$ cat src/rmfp_pkg.sv
// Shared constants, codes and types for the rotated mono framebuffer plotter.
package rmfp_pkg;

  localparam int PANEL_WIDTH     = 128;
  localparam int PANEL_HEIGHT    = 296;
  localparam int VISIBLE_COLUMNS = 128;

  localparam int ROW_BYTES   = (PANEL_WIDTH + 7) / 8;
  localparam int STORE_BYTES = ROW_BYTES * PANEL_HEIGHT;
  localparam int ADDR_W      = $clog2(STORE_BYTES);

  // Signed coordinate width, wide enough for 0..511 and mirrored negatives.
  localparam int CW = 11;
  // Width of a plot address before the range check.
  localparam int PLOT_AW = 16;

  localparam int QDEPTH   = 4;
  localparam int QPTR_W   = $clog2(QDEPTH);
  localparam int ODEPTH   = 4;
  localparam int OPTR_W   = $clog2(ODEPTH);

  localparam logic OP_PLOT = 1'b0;
  localparam logic OP_READ = 1'b1;

  localparam logic [1:0] ROT_0   = 2'd0;
  localparam logic [1:0] ROT_90  = 2'd1;
  localparam logic [1:0] ROT_180 = 2'd2;
  localparam logic [1:0] ROT_270 = 2'd3;

  // One classified command for the back end.
  typedef struct packed {
    logic              is_read;
    logic              zero;
    logic              white;
    logic [ADDR_W-1:0] addr;
    logic [7:0]        mask;
  } cmd_t;

endpackage

$ cat src/rmfp_front.sv
// Front end: holds rotation, checks and maps coordinates, classifies items.
module rmfp_front import rmfp_pkg::*; (
  input  logic        clk,
  input  logic        rst_n,
  input  logic        cfg_we,
  input  logic [1:0]  cfg_data,
  input  logic        push,
  input  logic        back_busy,
  output logic        full,
  input  logic        in_operation,
  input  logic [8:0]  in_pixel_x,
  input  logic [8:0]  in_pixel_y,
  input  logic        in_pixel_white,
  input  logic [12:0] in_byte_index,
  output logic        cmd_valid,
  output cmd_t        cmd,
  input  logic        cmd_ready
);

  logic [1:0] rotation_r;
  logic       fr_v_r;
  cmd_t       fr_cmd_r;

  logic                 accept;
  logic                 keep;
  cmd_t                 cmd_nxt;
  logic signed [CW-1:0] x_s, y_s, lw, lh, px, py;
  logic [PLOT_AW-1:0]   plot_addr;
  logic                 plot_ok;
  logic                 swapped;

  assign x_s     = CW'(in_pixel_x);
  assign y_s     = CW'(in_pixel_y);
  assign swapped = (rotation_r == ROT_90) || (rotation_r == ROT_270);
  assign lw      = swapped ? CW'(PANEL_HEIGHT) : CW'(PANEL_WIDTH);
  assign lh      = swapped ? CW'(PANEL_WIDTH) : CW'(PANEL_HEIGHT);

  always_comb begin
    unique case (rotation_r)
      ROT_90: begin
        px = CW'(VISIBLE_COLUMNS - 1) - y_s;
        py = x_s;
      end
      ROT_180: begin
        px = CW'(VISIBLE_COLUMNS - 1) - x_s;
        py = CW'(PANEL_HEIGHT - 1) - y_s;
      end
      ROT_270: begin
        px = y_s;
        py = CW'(PANEL_HEIGHT - 1) - x_s;
      end
      default: begin
        px = x_s;
        py = y_s;
      end
    endcase
  end

  assign plot_addr = PLOT_AW'(px[CW-2:3]) + PLOT_AW'(py[CW-2:0]) * PLOT_AW'(ROW_BYTES);

  assign plot_ok = (x_s < lw) && (y_s < lh)
                && !px[CW-1] && (px < CW'(PANEL_WIDTH))
                && !py[CW-1] && (py < CW'(PANEL_HEIGHT))
                && (plot_addr < PLOT_AW'(STORE_BYTES));

  always_comb begin
    cmd_nxt.is_read = (in_operation == OP_READ);
    cmd_nxt.white   = in_pixel_white;
    cmd_nxt.mask    = 8'h80 >> px[2:0];
    if (in_operation == OP_READ) begin
      cmd_nxt.zero = !(32'(in_byte_index) < STORE_BYTES);
      cmd_nxt.addr = cmd_nxt.zero ? '0 : ADDR_W'(in_byte_index);
    end else begin
      cmd_nxt.zero = 1'b0;
      cmd_nxt.addr = ADDR_W'(plot_addr);
    end
  end

  // Drop plots that miss the panel; every read goes on.
  assign keep   = (in_operation == OP_READ) || plot_ok;
  assign full   = back_busy || (fr_v_r && !cmd_ready);
  assign accept = push && !full;

  assign cmd_valid = fr_v_r;
  assign cmd       = fr_cmd_r;

  always_ff @(posedge clk) begin
    if (!rst_n) begin
      rotation_r <= ROT_0;
      fr_v_r     <= 1'b0;
    end else begin
      if (cfg_we) begin
        rotation_r <= cfg_data;
      end
      if (accept) begin
        fr_v_r <= keep;
      end else if (cmd_ready) begin
        fr_v_r <= 1'b0;
      end
    end
  end

  always_ff @(posedge clk) begin
    if (accept) begin
      fr_cmd_r <= cmd_nxt;
    end
  end

endmodule

$ cat config.mk
export PLATFORM = sky130hd
export DESIGN_NAME = rmfp_front
export DESIGN_NICKNAME = d
export VERILOG_FILES = /design/src/rmfp_pkg.sv /design/src/rmfp_front.sv
export SDC_FILE = /design/constraint.sdc
export NUM_CORES = 1
export LEC_CHECK = 0
export BUFFER_PORTS_ARGS = -buffer_cell sky130_fd_sc_hd__buf_2
export CORE_MARGIN = 2
export CORE_UTILIZATION = 50
export CTS_CLUSTER_DIAMETER = 40
export DETAILED_ROUTE_END_ITERATION = 8
export HOLD_SLACK_MARGIN = 0.15
export PLACE_DENSITY = 0.84
export SLEW_MARGIN = 20
export SYNTH_ARGS = -nofsm -noshare
export SYNTH_HDL_FRONTEND = slang
export SYNTH_SLANG_ARGS = --single-unit
$ cat constraint.sdc
create_clock -name clk -period 5 [get_ports clk]
set_clock_uncertainty 0.2 [all_clocks]
set_input_delay 1 -clock clk [delete_from_list [all_inputs] [get_ports clk]]
set_output_delay 1 -clock clk [all_outputs]
set_load 0.01 [all_outputs]
==> Word level (Yosys, flattened, before mapping) <==
Index checks and enable logic that the tools add are counted.
{ "totals": {"regBits": 27, "in_bits": 41} }
{ "op_classes": {"eq_ne": 3, "n_shift": 1, "addsub": 5, "n_lt_le_gt_ge": 6, "n_reduce_logical": 17, "mux": 8} }
{ "op_table": {"columns": ["cell", "count"], "rows": [
  ["case mux 11 bit (3 select lines)", 2],
  ["2-to-1 mux 13 bit", 2],
  ["subtractor 7 x 9 -> 10 bit (first input constant)", 2],
  ["subtractor 9 x 9 -> 10 bit (first input constant)", 2],
  ["less-than comparator 9 bit", 2],
  ["2-to-1 mux 9 bit", 2],
  ["adder 7 x 14 -> 15 bit", 1],
  ["less-than comparator 15 x 13 -> 1 bit (second input constant)", 1],
  ["less-than comparator 13 bit (second input constant)", 1],
  ["less-than comparator 11 x 10 -> 1 bit (second input constant)", 1],
  ["less-than comparator 11 x 9 -> 1 bit (second input constant)", 1],
  ["logical AND 1 bit", 8],
  ["right shift 8 x 3 -> 8 bit (first input constant)", 1],
  ["zero test 1 bit", 5],
  ["equality test 2 bit (second input constant)", 2],
  ["logical OR 1 bit", 3],
  ["equality test 2 x 1 -> 1 bit (second input constant)", 1],
  ["2-to-1 mux 1 bit", 2],
  ["nonzero test 2 bit", 1]
]} }

==> Logic depth before layout (Yosys ltp) <==
{ "logic_depth": {"ltp_word": 12, "ltp_mapped": 15} }

==> Least setup slack after synthesis <==
Ideal clock, no wire load.
{ "synth_timing": {"path_kind": "input -> register", "from": "input port in_pixel_x[7]", "to": "register fr_cmd_r (netlist bit cmd[19]) (data pin)", "t_arrival_ns": 2.934, "setup_time_ns": 0.266, "slack_ns": 1.600, "cell_stages": 10, "path_cell_list": "inv_1 ha_1 mux4_2 ha_1 a21o_1 a21oi_1 nor3_1 nand3_1 xor2_1 o21ai_1"} }
{ "synth_rtl": {"columns": ["element", "line_no", "text"], "rows": [
  ["from (decl)", "rmfp_front.sv:11", "input logic [8:0] in_pixel_x,"],
  ["to (signal assigned)", "rmfp_front.sv:105", "fr_cmd_r <= cmd_nxt;"],
  ["to (decl)", "rmfp_front.sv:22", "cmd_t fr_cmd_r;"]
]} }

==> results.cfg <==
[yosys]
ys_seq_elements = 27
synthAdderAreaFrac = 0.0787
ys.flop_type = edfxtp_1
yosys_warnings = 0
synth-compound-area-share = 0.162
synth_edf_count = 24
synthTopCellsByArea = edfxtp_1 33%, mux2i_1 7.4%, ha_1 6.9%, xnor2_1 5.7%, nand2_1 4.2%
synth_mux_area_frac = 0.106
synth_xor_xnor_area_share = 0.0770
yosys.area.top_type = edfxtp_1
synthesis.area_um2 = 2160
netlist_instances = 228
syn_nets = 282
synth_top_area_share = 0.333
avgSynthCellArea_um2 = 9.48
synth_cell_types = 50
synthSimpleGateAreaFrac = 0.164
synth_top_family_by_area = simple AND/OR/NAND/NOR gates
ys_seq_area_frac = 0.361
postSynth.asyncResetShare = 0

[setup_path]
worst_path_max_delay_cell = dfxtp_1
crit_start = rotation_r[0]
path_cells = buf_4, nand2_1, o21ai_1, ha_1, inv_1, fa_1, nor2b_1, o21bai_1, nor3_2, nand3_1, xor2_1, o22ai_1
timing_worst_setup_path_type = register to register
worstSetupStartpointType = register
cp_max_fo = 24
worstPathRequired_ps = 4800
crit_buf_inv = 2
rrSetupSlack_ps = 1470
path_depth = 12
crit_arrival_ps = 3330
end_kind = register
cp_slowest_stage_delay_ps = 880
rr_worst_depth = 12
r2r_end = cmd[20]
r2r_start = rotation_r[0]
critical_path.top_delay_family = flip-flops

[sta]
setup_viol = 0
tightest_slew_ps = 846
hold-worst-slack_ps = 592
grt_setup_unrepaired = false
period_needed_ps = 3530
fin_tns_setup_ps = 0
slew_violations = 0
hold_violations = 0
setup_ws_ps = 1470
finalCritPeriodShare = 0.705
max_freq_mhz = 284
max_slew_margin = 0.436

[floorplanning]
design.core.area_um2 = 4090
io_pins = 67
die_h_um = 69.8
die-area_um2 = 4870
start_util = 0.529
rows = 23
fp.dieW_um = 69.8

[clock_tree]
cts_tree = yes
clkLatencyLatePin_ps = 270
cts-resized-gates = 0
ctsHoldBuffers = 0
h-tree-depth = 1
numCtsBuffers = 3
clkTransAtPathRegs_ps = 90
clk_path_buf_depth = 2
postCtsSetupBuffers = 0
clockRootBuffer = clkbuf_8
clock-sinks = 27

[worst_hold_path]
hold_depth = 4
hp-start = cmd_valid
hold_class = register to register
hold_end = cmd_valid

[power_and_ir_drop]
power.total_uw = 586
p_per_area_nw_per_um2 = 229
peakVddDrop_mv = 0.112
p_leak_nw = 1.08

[placed_design]
port_buffers = 66
place_hpwl_um = 3910
place_inst = 334
post-place-ws_ps = 1250
place_congestion = 0.890
post_dp_cell_area_um2 = 2510

[outcome]
status = finished clean

[finish]
final_cells = 338
area_growth_pct = 18.3
final_core_util = 0.626
fin_area_um2 = 2560
fin_nets = 343
drive_above_1_share = 0.285
antenna_cells = 0

[route]
routedWlPerCell_um = 14.6
drc = 0
drtIter0Drc = 189
wl_um = 4950
vias_per_cell = 5.65
vias = 1910
firstDrtPassIters = 4
ant_nets = 0

[grt]
antenna_found_initial = 0
grt_pass1_vias = 1780
grt_pass1_wl_um = 8150
overflow = 0
grt_usage = 0.202
grt_max_degree = 30

[run]
maxCapViolations = 0
==> where the power goes <==
| part | switching [mW] | internal (mW) | total (mW) | leakage [nW] |
|---|---|---|---|---|
| logic | 0.110 | 0.0845 | 0.195 | 0.801 |
| registers | 0.00770 | 0.264 | 0.271 | 0.256 |
| clock network | 0.0647 | 0.0557 | 0.120 | 0.0255 |
==> kinds of logic after synthesis <==
kind of cell,after synthesis
adder cells (fa/ha/maj),13
AO/OA/AOI/OAI,50
XOR/XNOR,19
multiplexers,21
AND/OR/NAND/NOR,74
buffers and inverters,24
flip-flops,27
==> flip-flops by register name, indices dropped and copies added, names as in the netlist <==
register	cells
cmd	24
rotation_r	2
cmd_valid	1
==> cell usage after synthesis (all sizes together) (4+ instances only) <==
master	instances
xor2	5
nand3b	4
edfxtp	24
xnor2	14
buf	8
o21ai	13
ha	12
inv	12
nor2	21
mux2i	17
nor2b	4
nand3	5
clkbuf	4
nand2b	4
nand2	24
o22ai	11
a21oi	7
==> tightest hold or removal path, delay by kind of cell, from the launching register on <==
kind | cells | cell delay (ps)
compound gates | 2 | 210
flops | 1 | 320
simple gates | 2 | 220
==> layer usage <==
layer,GRT usage,share of wire
met3,0.0276,0.074
met4,0.0577,0.0085
met5,0,0
met2,0.329,0.47
met1,0.280,0.45
==> cell type report <==
class / count / area [um^2]
clock buffers: 3 / 41.3
clock inverters: 1 / 5.00
fillers: 358 / 1530
inverters: 12 / 45.0
multi-input cells: 177 / 1280
flip-flops and latches: 27 / 781
well taps: 50 / 62.6
repair buffers: 68 / 345
==> cells in the final DEF, fill, tap and decap left out, types with 2 or more instances in the layout <==
cell type	n
xnor2_1	14
edfxtp_1	24
nand3_1	5
nand4_1	3
nand2b_1	4
mux2_1	2
o32ai_1	3
o22ai_1	11
o2bb2ai_1	2
a21o_1	2
mux2i_1	16
nor2_1	20
nand3b_1	4
xor2_1	5
o31ai_1	2
buf_2	66
buf_4	2
dfxtp_1	3
o21ai_0	5
a21oi_1	7
nor2b_1	4
o21ai_1	8
nand2_1	24
ha_1	12
inv_1	11
nor3_1	2
clkbuf_8	3
o31a_1	2
==> worst max-delay path by stage <==
stage                    to  slack (ps)
CTS                 cmd[20]        1510
detailed placement  cmd[19]        1250
finish              cmd[20]        1470
global placement    cmd[19]        1370
floorplan           cmd[19]        1600
global route        cmd[20]        1140
Note: power is estimated with default switching activity, not from simulation.
