<file path="config.mk">
export PLATFORM = sky130hd
export DESIGN_NAME = rmfp_cmd_queue
export DESIGN_NICKNAME = d
export VERILOG_FILES = /design/src/rmfp_pkg.sv /design/src/rmfp_cmd_queue.sv
export SDC_FILE = /design/constraint.sdc
export NUM_CORES = 1
export LEC_CHECK = 0
export BUFFER_PORTS_ARGS = -buffer_cell sky130_fd_sc_hd__buf_2
export CORE_UTILIZATION = 40
export CTS_CLUSTER_SIZE = 12
export DETAILED_ROUTE_END_ITERATION = 10
export MAX_ROUTING_LAYER = met4
export PLACE_DENSITY = 0.66
export SKIP_LAST_GASP = 1
export SYNTH_ARGS = -nofsm -noshare
export SYNTH_HDL_FRONTEND = slang
export SYNTH_SLANG_ARGS = --single-unit
</file>
<file path="constraint.sdc">
create_clock -name clk -period 5.45 [get_ports clk]
set_input_delay 0.8175 -clock clk [delete_from_list [all_inputs] [get_ports clk]]
set_output_delay 0.8175 -clock clk [all_outputs]
set_load 0.005 [all_outputs]
</file>
<file path="src/rmfp_pkg.sv">
// Shared constants, codes and types for the rotated mono framebuffer plotter.
package rmfp_pkg;

  localparam int PANEL_WIDTH     = 128;
  localparam int PANEL_HEIGHT    = 296;
  localparam int VISIBLE_COLUMNS = 128;

  localparam int ROW_BYTES   = (PANEL_WIDTH + 7) / 8;
  localparam int STORE_BYTES = ROW_BYTES * PANEL_HEIGHT;
  localparam int ADDR_W      = $clog2(STORE_BYTES);

  // Signed coordinate width, wide enough for 0..511 and mirrored negatives.
  localparam int CW = 11;
  // Width of a plot address before the range check.
  localparam int PLOT_AW = 16;

  localparam int QDEPTH   = 4;
  localparam int QPTR_W   = $clog2(QDEPTH);
  localparam int ODEPTH   = 4;
  localparam int OPTR_W   = $clog2(ODEPTH);

  localparam logic OP_PLOT = 1'b0;
  localparam logic OP_READ = 1'b1;

  localparam logic [1:0] ROT_0   = 2'd0;
  localparam logic [1:0] ROT_90  = 2'd1;
  localparam logic [1:0] ROT_180 = 2'd2;
  localparam logic [1:0] ROT_270 = 2'd3;

  // One classified command for the back end.
  typedef struct packed {
    logic              is_read;
    logic              zero;
    logic              white;
    logic [ADDR_W-1:0] addr;
    logic [7:0]        mask;
  } cmd_t;

endpackage

</file>
<file path="src/rmfp_cmd_queue.sv">
// Short command queue between the front end and the back end.
module rmfp_cmd_queue import rmfp_pkg::*; (
  input  logic clk,
  input  logic rst_n,
  input  logic wr_valid,
  input  cmd_t wr_cmd,
  output logic wr_ready,
  output logic rd_valid,
  output cmd_t rd_cmd,
  input  logic rd_pop
);

  cmd_t              q_r [QDEPTH];
  logic [QPTR_W-1:0] wp_r, rp_r;
  logic [QPTR_W:0]   cnt_r;
  logic              do_wr, do_rd;

  assign wr_ready = (cnt_r != (QPTR_W + 1)'(QDEPTH));
  assign rd_valid = (cnt_r != '0);
  assign rd_cmd   = q_r[rp_r];
  assign do_wr    = wr_valid && wr_ready;
  assign do_rd    = rd_pop && rd_valid;

  always_ff @(posedge clk) begin
    if (!rst_n) begin
      wp_r  <= '0;
      rp_r  <= '0;
      cnt_r <= '0;
    end else begin
      if (do_wr) begin
        wp_r <= wp_r + 1'b1;
      end
      if (do_rd) begin
        rp_r <= rp_r + 1'b1;
      end
      cnt_r <= cnt_r + (QPTR_W + 1)'(do_wr) - (QPTR_W + 1)'(do_rd);
    end
  end

  always_ff @(posedge clk) begin
    if (do_wr) begin
      q_r[wp_r] <= wr_cmd;
    end
  end

endmodule

</file>
# Word-level counts from Yosys, hierarchy flattened
# Memories as Yosys holds them, arrays and structs flattened. A register that Yosys moved wholly into a read port is not among the register bits.
# Index checks and enable logic that the tools add are counted.
# op_classes
addsub	4
n_eq_ne	1
muxes	4
n_reduce_logical	3
# ops
operator	n
adder 2 x 1 -> 2 bit (second input constant)	2
two-way mux 2 bit	2
adder 3 x 1 -> 3 bit	1
!= test 3 bit (second input constant)	1
nonzero test 3 bit	1
subtractor 3 x 1 -> 3 bit	1
logical AND 1 bit	2
two-way mux 1 bit	2
# totals
regBits	7
mem_bits_rw	96
word_cells	16
memories	1
# mem_list
memory	words	width	read_ports	rd_ports_with_merged_regs	write_ports	line_no	source
q_r	4	24	1	1	1	rmfp_cmd_queue.sv:13	cmd_t q_r [QDEPTH];

# Longest topological paths before layout
# Gate-level depths: netlist of run 1.
# depth
word_depth	4
mapped_depth	11

# Least setup slack after synthesis of run 1
# Ideal clock, no wire load.
# synth_path
path_type	input-to-reg
startpoint	input wr_valid
endpoint	register cnt_r[2]
arrival_ns	2.391
required_time_ns	5.335
setup_slack_ns	2.944
cell_stages	10
n_path_buf	0
cell_sequence	a21boi_2 inv_1 ha_1 inv_1 ha_1 inv_1 fa_1 xnor2_1 xnor2_1 and2_1
# synth_between
elab_chain_len	3
# synth_lines
item	line_no	source
from (decl)	rmfp_cmd_queue.sv:5	input logic wr_valid,
logical AND 1 bit	rmfp_cmd_queue.sv:21	assign do_wr = wr_valid && wr_ready;
adder 3 x 1 -> 3 bit	rmfp_cmd_queue.sv:36	cnt_r <= cnt_r + (QPTR_W + 1)'(do_wr) - (QPTR_W + 1)'(do_rd);
subtractor 3 x 1 -> 3 bit	rmfp_cmd_queue.sv:36	
to (signal assigned)	rmfp_cmd_queue.sv:36	
to (decl)	rmfp_cmd_queue.sv:15	logic [QPTR_W:0] cnt_r;
# Every way passes these cells.
# A chain may end at the register's enable or synchronous reset.

==> metrics.cfg, run 1 <==
[outcome]
status=completed

[layout]
drive_gt1_share_pct=39.8
area_growth_syn_to_layout_pct=14.5
final_nets=271
fill_cells=860
final_area_um2=4560
antennaDiodeCount=0

[clock_tree]
cts_buffers=9
insertion_delay_ns=0.35
holdBufCountCts=0
cts_resized=0
cts_tree=built
cts_setup_buffers=0
path_clk_slew_ns=0.09
htree_levels=3
cts_sinks=105
cts_root_buffer=clkbuf_8
clockBufferDepth=2

[die]
io_pins=54
die_w_um=102
dieArea_um2=10400
start_util_pct=40.9
row_count=36
die_h_um=102
core_area_um2=9730

[grt]
grt_pass1_vias=1865
grt_max_degree=25
grt_usage_pct=13.6
grt_overflow=0
grt_pass1_wl_um=9750
antenna_found_initial=0

[synth]
synth_common_cells=96 x edfxtp_1, 20 x mux4_2, 9 x dfxtp_1, 7 x and2_1, 6 x ha_1
synth_top_cells_by_area=edfxtp_1 72%, mux4_2 11%, dfxtp_1 4.5%
ys_warn_count=0
synth-seq-area-share_pct=76.9
ys_ff_latch=105
synth_edf_count=96
avgSynthCellArea_um2=22.9
syn-num-nets=209
synth_top_area_share_pct=72.4
synth.cell_area_um2=3980
ys_types=21
post-synth-top-count-cell=edfxtp_1
ys.flop_type=edfxtp_1
synth_cells=174
async_reset_ff_share_pct=0
yosysTopAreaCell=edfxtp_1

[place]
port-buffer-count=53
place_ws_ns=2.76
place_hpwl_um=3760
placed_area_um2=4390
gp_congestion=0.667

[routing]
firstDrtPassIters=4
top_layer=met4
wl_per_cell_um=16.9
wl_met1_um=2880
ant_nets=0
wirelength_um=6310
wl_met3_um=238
wl_met2_um=3160
avgViaCountPerCell=4.84
drt_iter0_markers=72
dr_total_vias=1810
post-route-drc-count=0

[critical_path]
crit_buf_inv=1
start_kind=flop
regToRegStartpoint=cnt_r[1]
crit_fanout=24
max_stage_delay_ns=0.90
critical_path_class=flop to output port
cp-end-kind=output port
cpLargestDelayFamily=flip-flops
path_cells=mux4_1 > buf_2
worstPathArrival_ns=2.05
worstReg2RegEnd=cnt_r[2]
critPathSlowestCell=dfxtp_2
cp_data_required_time_ns=4.63
reg2regPathDepth=11
r2r_setup_slack_ns=3.07

[worst_hold_path]
hold_depth=2
hold_path_startpoint=wp_r[0]
hp-class=flop to flop
hold_path_end=wp_r[0]

[job]
cap_violations=0

[timing]
period_needed_ns=2.87
rsz0062_at_grt=no
slew_viol_final=0
hold_ws_ns=0.505
finalSetupViolations=0
period_share_pct=52.6
hold_viol=0
setup_slack_ns=2.58
slew_headroom_pct=42.9
fin_setup_tns_ns=0
finClkSkew_ns=0.00857
max_freq_ghz=0.349
tightest_slew_ns=0.857

[power_and_ir_drop]
leakagePower_nw=1.55
p_total_mw=1.89
pwr_density_cell_nw_per_um2=414
peakVddDrop_v=0.000207

[worst min-delay path, cell delays in order (launching register included)]
cell and delay (ns):
dfxtp_1 0.35, nand2_1 0.06, mux2i_1 0.05
[placed cells by master, fill, tap and decap left out]
master | netlist | final
a21boi_2 | 1 | 1
and2_1 | 7 | 7
buf_2 | 2 | 53
buf_4 | 0 | 5
clkbuf_8 | 0 | 9
clkinv_1 | 0 | 1
clkinv_2 | 0 | 1
clkinv_4 | 0 | 2
clkinvlp_4 | 0 | 1
dfxtp_1 | 9 | 8
dfxtp_2 | 0 | 1
edfxtp_1 | 96 | 96
fa_1 | 1 | 1
ha_1 | 6 | 6
inv_1 | 5 | 5
inv_6 | 0 | 1
inv_8 | 0 | 1
mux2i_1 | 2 | 2
mux4_1 | 4 | 4
mux4_2 | 20 | 20
nand2_1 | 5 | 5
nor2_1 | 1 | 1
nor2b_1 | 3 | 3
o311ai_2 | 1 | 1
o31a_1 | 1 | 1
or3_1 | 1 | 1
xnor2_1 | 4 | 4
[state kept, by name (all words and copies together) (netlist names), named ones only]
signal and flops:
q_r 96, cnt_r 3, rp_r 2, wp_r 2
[report_power, final]
group	switching [mW]	total, mW	leakage [nW]	internal, mW
Clock	0.262	0.432	0.0892	0.170
Sequential	0.0797	1.06	0.954	0.979
Combinational	0.165	0.399	0.507	0.233
[per-stage QoR]
step	util, %	std cells
3_5_place_dp	45.1	358
6_report	46.9	374
5_1_grt	46.9	374
4_1_cts	46.9	374
3_3_place_gp	45.1	358
2_1_floorplan	-	174
[area by class of cell]
cell class / instances / area [µm²] / area share, %
well taps: 133 / 166 / 3.65
inverters: 5 / 18.8 / 0.411
clock inverters: 7 / 53.8 / 1.18
repair buffers: 58 / 303 / 6.64
multi-input cells: 57 / 833 / 18.3
clock buffers: 9 / 124 / 2.71
flip-flops and latches: 105 / 3060 / 67.2
[routing by layer]
layer	global-route usage, %	vias to the layer above
li1	-	825
met1	17.1	943
met2	21.7	40
met3	3.59	2
met4	4.35	0
met5	-	-
[cell families after synthesis]
| group | Yosys count | synth area share (%) |
|---|---|---|
| xor+xnor | 4 | 0.879 |
| compound gates | 3 | 0.911 |
| simple gates | 17 | 2.29 |
| mux | 26 | 14.4 |
| flops | 105 | 76.9 |
| buf+inv | 12 | 2.20 |
| fa+ha+maj | 7 | 2.39 |
[worst max path at each step]
stage	startpoint	end	slack, ns	depth (start not counted)
floorplan	wr_valid	cnt_r[2]	2.94	10
global placement	wr_valid	cnt_r[2]	2.78	11
detailed placement	wr_valid	cnt_r[2]	2.76	11
CTS	flop	rd_cmd[22]	2.47	2
global route	flop	rd_cmd[22]	2.39	2
finish	flop	rd_cmd[20]	2.58	2
Power figures use the tool's default switching activity.
==> run 2, diff against run 1 <==
Settings changed: ABC_AREA from default to 1, PLACE_DENSITY 0.66 to 0.68.
Clock period 5.45 ns to 2.31 ns, I/O delays scaled along.
==> metrics.cfg, run 2 <==
[die]
die_w_um=105  ; +2.7%
io_pins=54  ; unchanged
core_area_um2=10300  ; +5.6%
row_count=37  ; +2.8%
die_h_um=105  ; +2.7%
start_util_pct=40.9  ; about the same
dieArea_um2=10900  ; +5.5%

[timing]
finalSetupViolations=0  ; unchanged
max_freq_ghz=0.495
slew_headroom_pct=72.2  ; +29 points
hold_viol=0  ; unchanged
period_needed_ns=2.02
period_share_pct=87.4
rsz0062_at_grt=no
slew_viol_final=0  ; unchanged
fin_setup_tns_ns=0  ; unchanged
finClkSkew_ns=0.0127  ; +0.00412 ns
tightest_slew_ns=0.417  ; -0.440 ns

[layout]
regMostFlops=q_r
area_growth_syn_to_layout_pct=14.9
antennaDiodeCount=0  ; unchanged
layout_common_cells=96 x edfxtp_1, 53 x buf_2, 45 x o21ai_0
post-route-util_pct=47.1  ; +0.15 points
final_common_cell=edfxtp_1
largest_reg_flops=96  ; unchanged
seq_area_um2=3060  ; unchanged
fill_cells=928  ; +7.9%
multiInputGateArea_um2=1010  ; +21%
final_nets=394  ; +45%
drive_gt1_share_pct=35.4  ; -4.4 points
fin_cells=500  ; +34%
final_area_um2=4840  ; +6.0%
largestRegisters=q_r (96), cnt_r (3)

[routing]
avgViaCountPerCell=4.91  ; +1.4%
firstDrtPassIters=4  ; unchanged
wirelength_um=7590  ; +20%
ant_nets=0  ; unchanged
drt_iter0_markers=96  ; +33%
wl_per_cell_um=15.2  ; -10%
dr_total_vias=2454  ; +36%
post-route-drc-count=0  ; unchanged

[clock_tree]
cts_setup_buffers=0  ; unchanged
path_clk_slew_ns=0.10  ; about the same
holdBufCountCts=0  ; unchanged
htree_levels=3  ; unchanged
cts_root_buffer=clkbuf_8
cts_tree=built
cts_resized=0  ; unchanged
insertion_delay_ns=0.36  ; about the same
clockBufferDepth=2  ; unchanged
cts_buffers=9  ; unchanged
cts_sinks=105  ; unchanged

[synth]
yosysTopAreaCell=edfxtp_1
synth_edf_count=96  ; unchanged
synth-seq-area-share_pct=72.8  ; -4.1 points
synth_cells=297  ; +71%
ys_types=21  ; unchanged
synth_top_cells_by_area=edfxtp_1 69%, o22ai_2 5.9%, o21ai_0 5.4%
post-synth-top-count-cell=edfxtp_1
avgSynthCellArea_um2=14.2  ; -38%
syn-num-nets=332  ; +59%
ys_warn_count=0  ; unchanged
synth.cell_area_um2=4210  ; +5.6%
synth_top_area_share_pct=68.5  ; -3.9 points
async_reset_ff_share_pct=0  ; unchanged
ys_ff_latch=105  ; unchanged
ys.flop_type=edfxtp_1
synth_common_cells=96 x edfxtp_1, 45 x o21ai_0, 39 x nor2_1, 21 x nor2_2, 20 x o22ai_2

[critical_path]
worstPathArrival_ns=1.67  ; -0.38 ns
critical_path_class=flop to output port
start_kind=flop
cp_data_required_time_ns=1.96  ; -2.67 ns
cp-end-kind=output port
crit_fanout=24  ; unchanged

[grt]
grt_overflow=0  ; unchanged
grt_pass1_vias=2442  ; +31%
grt_pass1_wl_um=12200  ; +25%
grt_max_degree=27  ; +8.0%
grt_usage_pct=15.2  ; +1.6 points
antenna_found_initial=0  ; unchanged

[power_and_ir_drop]
peakVddDrop_v=0.000489  ; +140%
leakagePower_nw=1.73  ; +12%
pwr_density_cell_nw_per_um2=975  ; +140%

[place]
dp_cells=484  ; +35%
port-buffer-count=53  ; unchanged
gp_congestion=0.735  ; +10%
placed_area_um2=4660  ; +6.2%
place_hpwl_um=4720  ; +25%

[outcome]
status=completed

[worst_hold_path]
hp-class=input port to flop

[job]
cap_violations=0  ; unchanged

run 2: final cells by class:
type / instances / share of cell area, %
Tap cell: 136 / 3.52
Multi-Input combinational cell: 162 / 20.9
Clock inverter: 7 / 1.09
Inverter: 16 / 1.24
Clock buffer: 9 / 2.56
Sequential cell: 105 / 63.4
Timing Repair Buffer: 65 / 7.35
run 2: where the power goes:
group          switching [mW]  internal, mW
logic                   0.789         0.505
registers              0.0830          2.32
clock network           0.620         0.400
total                    1.49          3.22
run 2: routing by layer:
metal  vias up  share of wire [%]  routed length [µm]  GRT usage (%)
met2        44                 48                3640           23.7
met5         -                  0                   0              -
met3        10                3.7                 282           3.06
li1       1199                  -                   -              -
met4         0                1.6                 121           6.43
met1      1201                 47                3550           19.4
run 2: critical path, stage by stage, from the launching register on:
cell and delay, ns:
dfxtp_1 0.41, inv_2 0.36, o21ai_0 0.23, o22ai_2 0.16, buf_2 0.14
run 2: path summary, 6_finish.rpt:
kind	slack (ns)	depth (start not counted)	from	to
worst max-delay path	0.29	4	flop	rd_cmd[15]
worst min-delay path	0.19	1	wr_cmd[22]	q_r[3][22]
worst max register to register	0.37	10	cnt_r[1]	cnt_r[2]
worst min register to register	0.51	2	rp_r[0]	flop
run 2: cells by family (layout without fill, tap and decap cells):
logic type	count (synthesis)	count (layout)	synth area share (%)
AND/OR/NAND/NOR	76	76	8.18
adder cells (fa/ha/maj)	7	7	2.26
AO/OA/AOI/OAI	79	79	13.2
buffers and inverters	30	97	3.57
flip-flops	105	105	72.8
run 2: per-stage QoR:
step | power, mW | hold slack [ns] | setup WS [ns]
floorplan | 3.28 | 0.444 | 0.187
global placement | 3.72 | 0.472 | 0.456
detailed placement | 3.77 | 0.483 | 0.388
CTS | 4.78 | 0.175 | 0.222
global route | 5.00 | 0.174 | 0.117
finish | 4.72 | 0.190 | 0.292
==> run 3, diff against run 2 <==
==> constraint.sdc (replaced) <==
create_clock -name clk -period 2.31 [get_ports clk]
set_input_delay 0.462 -clock clk [delete_from_list [all_inputs] [get_ports clk]]
set_output_delay 0.462 -clock clk [all_outputs]
set_load 0.005 [all_outputs]
==> metrics.cfg, run 3 (synthesized netlist as in run 2, its figures left out) <==
[outcome]
status=completed

[timing]
period_share_pct=91.3  ; +3.9 points
slew_headroom_pct=69.1  ; -3.0 points
slew_viol_final=0  ; unchanged
fin_setup_tns_ns=0  ; unchanged
rsz0062_at_grt=no
finalSetupViolations=0  ; unchanged
tightest_slew_ns=0.463  ; +0.0463 ns
hold_viol=0  ; unchanged
period_needed_ns=2.11  ; +0.0904 ns
finClkSkew_ns=0.0105  ; -0.00219 ns
max_freq_ghz=0.474  ; -4.3%

[power_and_ir_drop]
pwr_density_cell_nw_per_um2=996  ; +2.2%
peakVddDrop_v=0.000537  ; +9.8%
leakagePower_nw=1.74  ; +0.60%

[worst_hold_path]
hold_depth=1  ; unchanged
hold_path_end=q_r[3][16]
hp-class=input port to flop
hold_path_startpoint=wr_cmd[16]

[place]
placed_area_um2=4660  ; about the same
port-buffer-count=53  ; unchanged
place_hpwl_um=4520  ; -4.1%
dp_cells=482  ; -0.41%
gp_congestion=0.685  ; -6.7%

[critical_path]
critical_path_class=flop to output port
cp_data_required_time_ns=1.85  ; -0.11 ns
worstReg2RegEnd=cnt_r[2]
crit_fanout=19  ; -21%
regToRegStartpoint=cnt_r[1]
start_kind=flop
worstPathArrival_ns=1.65  ; -0.02 ns
r2r_setup_slack_ns=0.37  ; about the same
cp-end-kind=output port
reg2regPathDepth=10  ; unchanged

[layout]
final_area_um2=4860  ; +0.60%
regMostFlops=q_r
layout_common_cells=96 x edfxtp_1, 53 x buf_2, 45 x o21ai_0
final_nets=392  ; -0.51%
fin_cells=499  ; -0.20%
drive_gt1_share_pct=35.4  ; -0.080 points
area_growth_syn_to_layout_pct=15.6
largestRegisters=q_r (96), cnt_r (3)
final_common_cell=edfxtp_1
largest_reg_flops=96  ; unchanged

[die]
io_pins=54  ; unchanged
die_h_um=105  ; unchanged
dieArea_um2=10900  ; unchanged
start_util_pct=40.9  ; unchanged
core_area_um2=10300  ; unchanged
row_count=37  ; unchanged
die_w_um=105  ; unchanged

[grt]
antenna_found_initial=0  ; unchanged
grt_overflow=0  ; unchanged
grt_max_degree=49  ; +81%
grt_pass1_vias=2484  ; +1.7%
grt_pass1_wl_um=12200  ; -0.23%
grt_usage_pct=15.2  ; about the same

[clock_tree]
cts_sinks=105  ; unchanged
path_clk_slew_ns=0.11  ; about the same
htree_levels=3  ; unchanged
cts_setup_buffers=0  ; unchanged
cts_buffers=9  ; unchanged
cts_root_buffer=clkbuf_8
cts_resized=0  ; unchanged
insertion_delay_ns=0.36  ; about the same
clockBufferDepth=2  ; unchanged
cts_tree=built
holdBufCountCts=0  ; unchanged

[routing]
avgViaCountPerCell=4.90  ; about the same
wl_per_cell_um=15.2  ; -0.18%
drt_iter0_markers=107  ; +11%
post-route-drc-count=0  ; unchanged
ant_nets=0  ; unchanged
wirelength_um=7560  ; -0.38%
dr_total_vias=2447  ; -0.29%
firstDrtPassIters=4  ; unchanged

[job]
cap_violations=0  ; unchanged

[run 3: layer usage]
layer	routed length [µm]	track usage (%)	up-vias	share of wire (%)
met5	0	-	-	0
met4	108	7.24	0	1.4
met3	426	3.81	10	5.6
met2	3600	23.8	52	48
met1	3430	18.5	1184	45
li1	-	-	1201	-
[run 3: critical path, stage by stage (launching register included)]
cell and delay, ns:
dfxtp_2 0.33, inv_2 0.30, buf_4 0.26, o21ai_0 0.11, o22ai_2 0.13, buf_2 0.14
[run 3: worst max-delay path by stage]
stage                      end  cells past startpoint     start  slack, ns
floorplan            q_r[1][0]                      4  cnt_r[1]       0.19
global placement      cnt_r[2]                      9    rd_pop       0.42
global route        rd_cmd[15]                      4      flop       0.07
CTS                  rd_cmd[5]                      5      flop       0.17
finish               rd_cmd[5]                      5      flop       0.20
detailed placement    cnt_r[2]                      9    rd_pop       0.37
[run 3: through the flow]
stage | setup slack, ns | util (%) | hold WS (ns) | power [mW]
3_5_place_dp | 0.369 | 45.3 | 0.505 | 3.76
2_1_floorplan | 0.187 | - | 0.448 | 3.28
6_report | 0.201 | 47.3 | 0.304 | 4.85
4_1_cts | 0.167 | 47.3 | 0.282 | 4.92
3_3_place_gp | 0.419 | 45.3 | 0.482 | 3.72
5_1_grt | 0.0689 | 47.3 | 0.287 | 5.14
[run 3: power by group]
part | switching (mW) | total (mW) | internal [mW]
registers | 0.0784 | 2.40 | 2.32
logic | 0.786 | 1.29 | 0.505
clock network | 0.638 | 1.16 | 0.521
[run 3: final cells by class]
class                   instances  area [µm²]
diodes                          1        2.50
repair buffers                 63         353
clock buffers                   9         124
flip-flops and latches        105        3060
well taps                     136         170
clock inverters                 7        81.3
inverters                      16        60.1
multi-input cells             162        1010
fillers                       923        5410
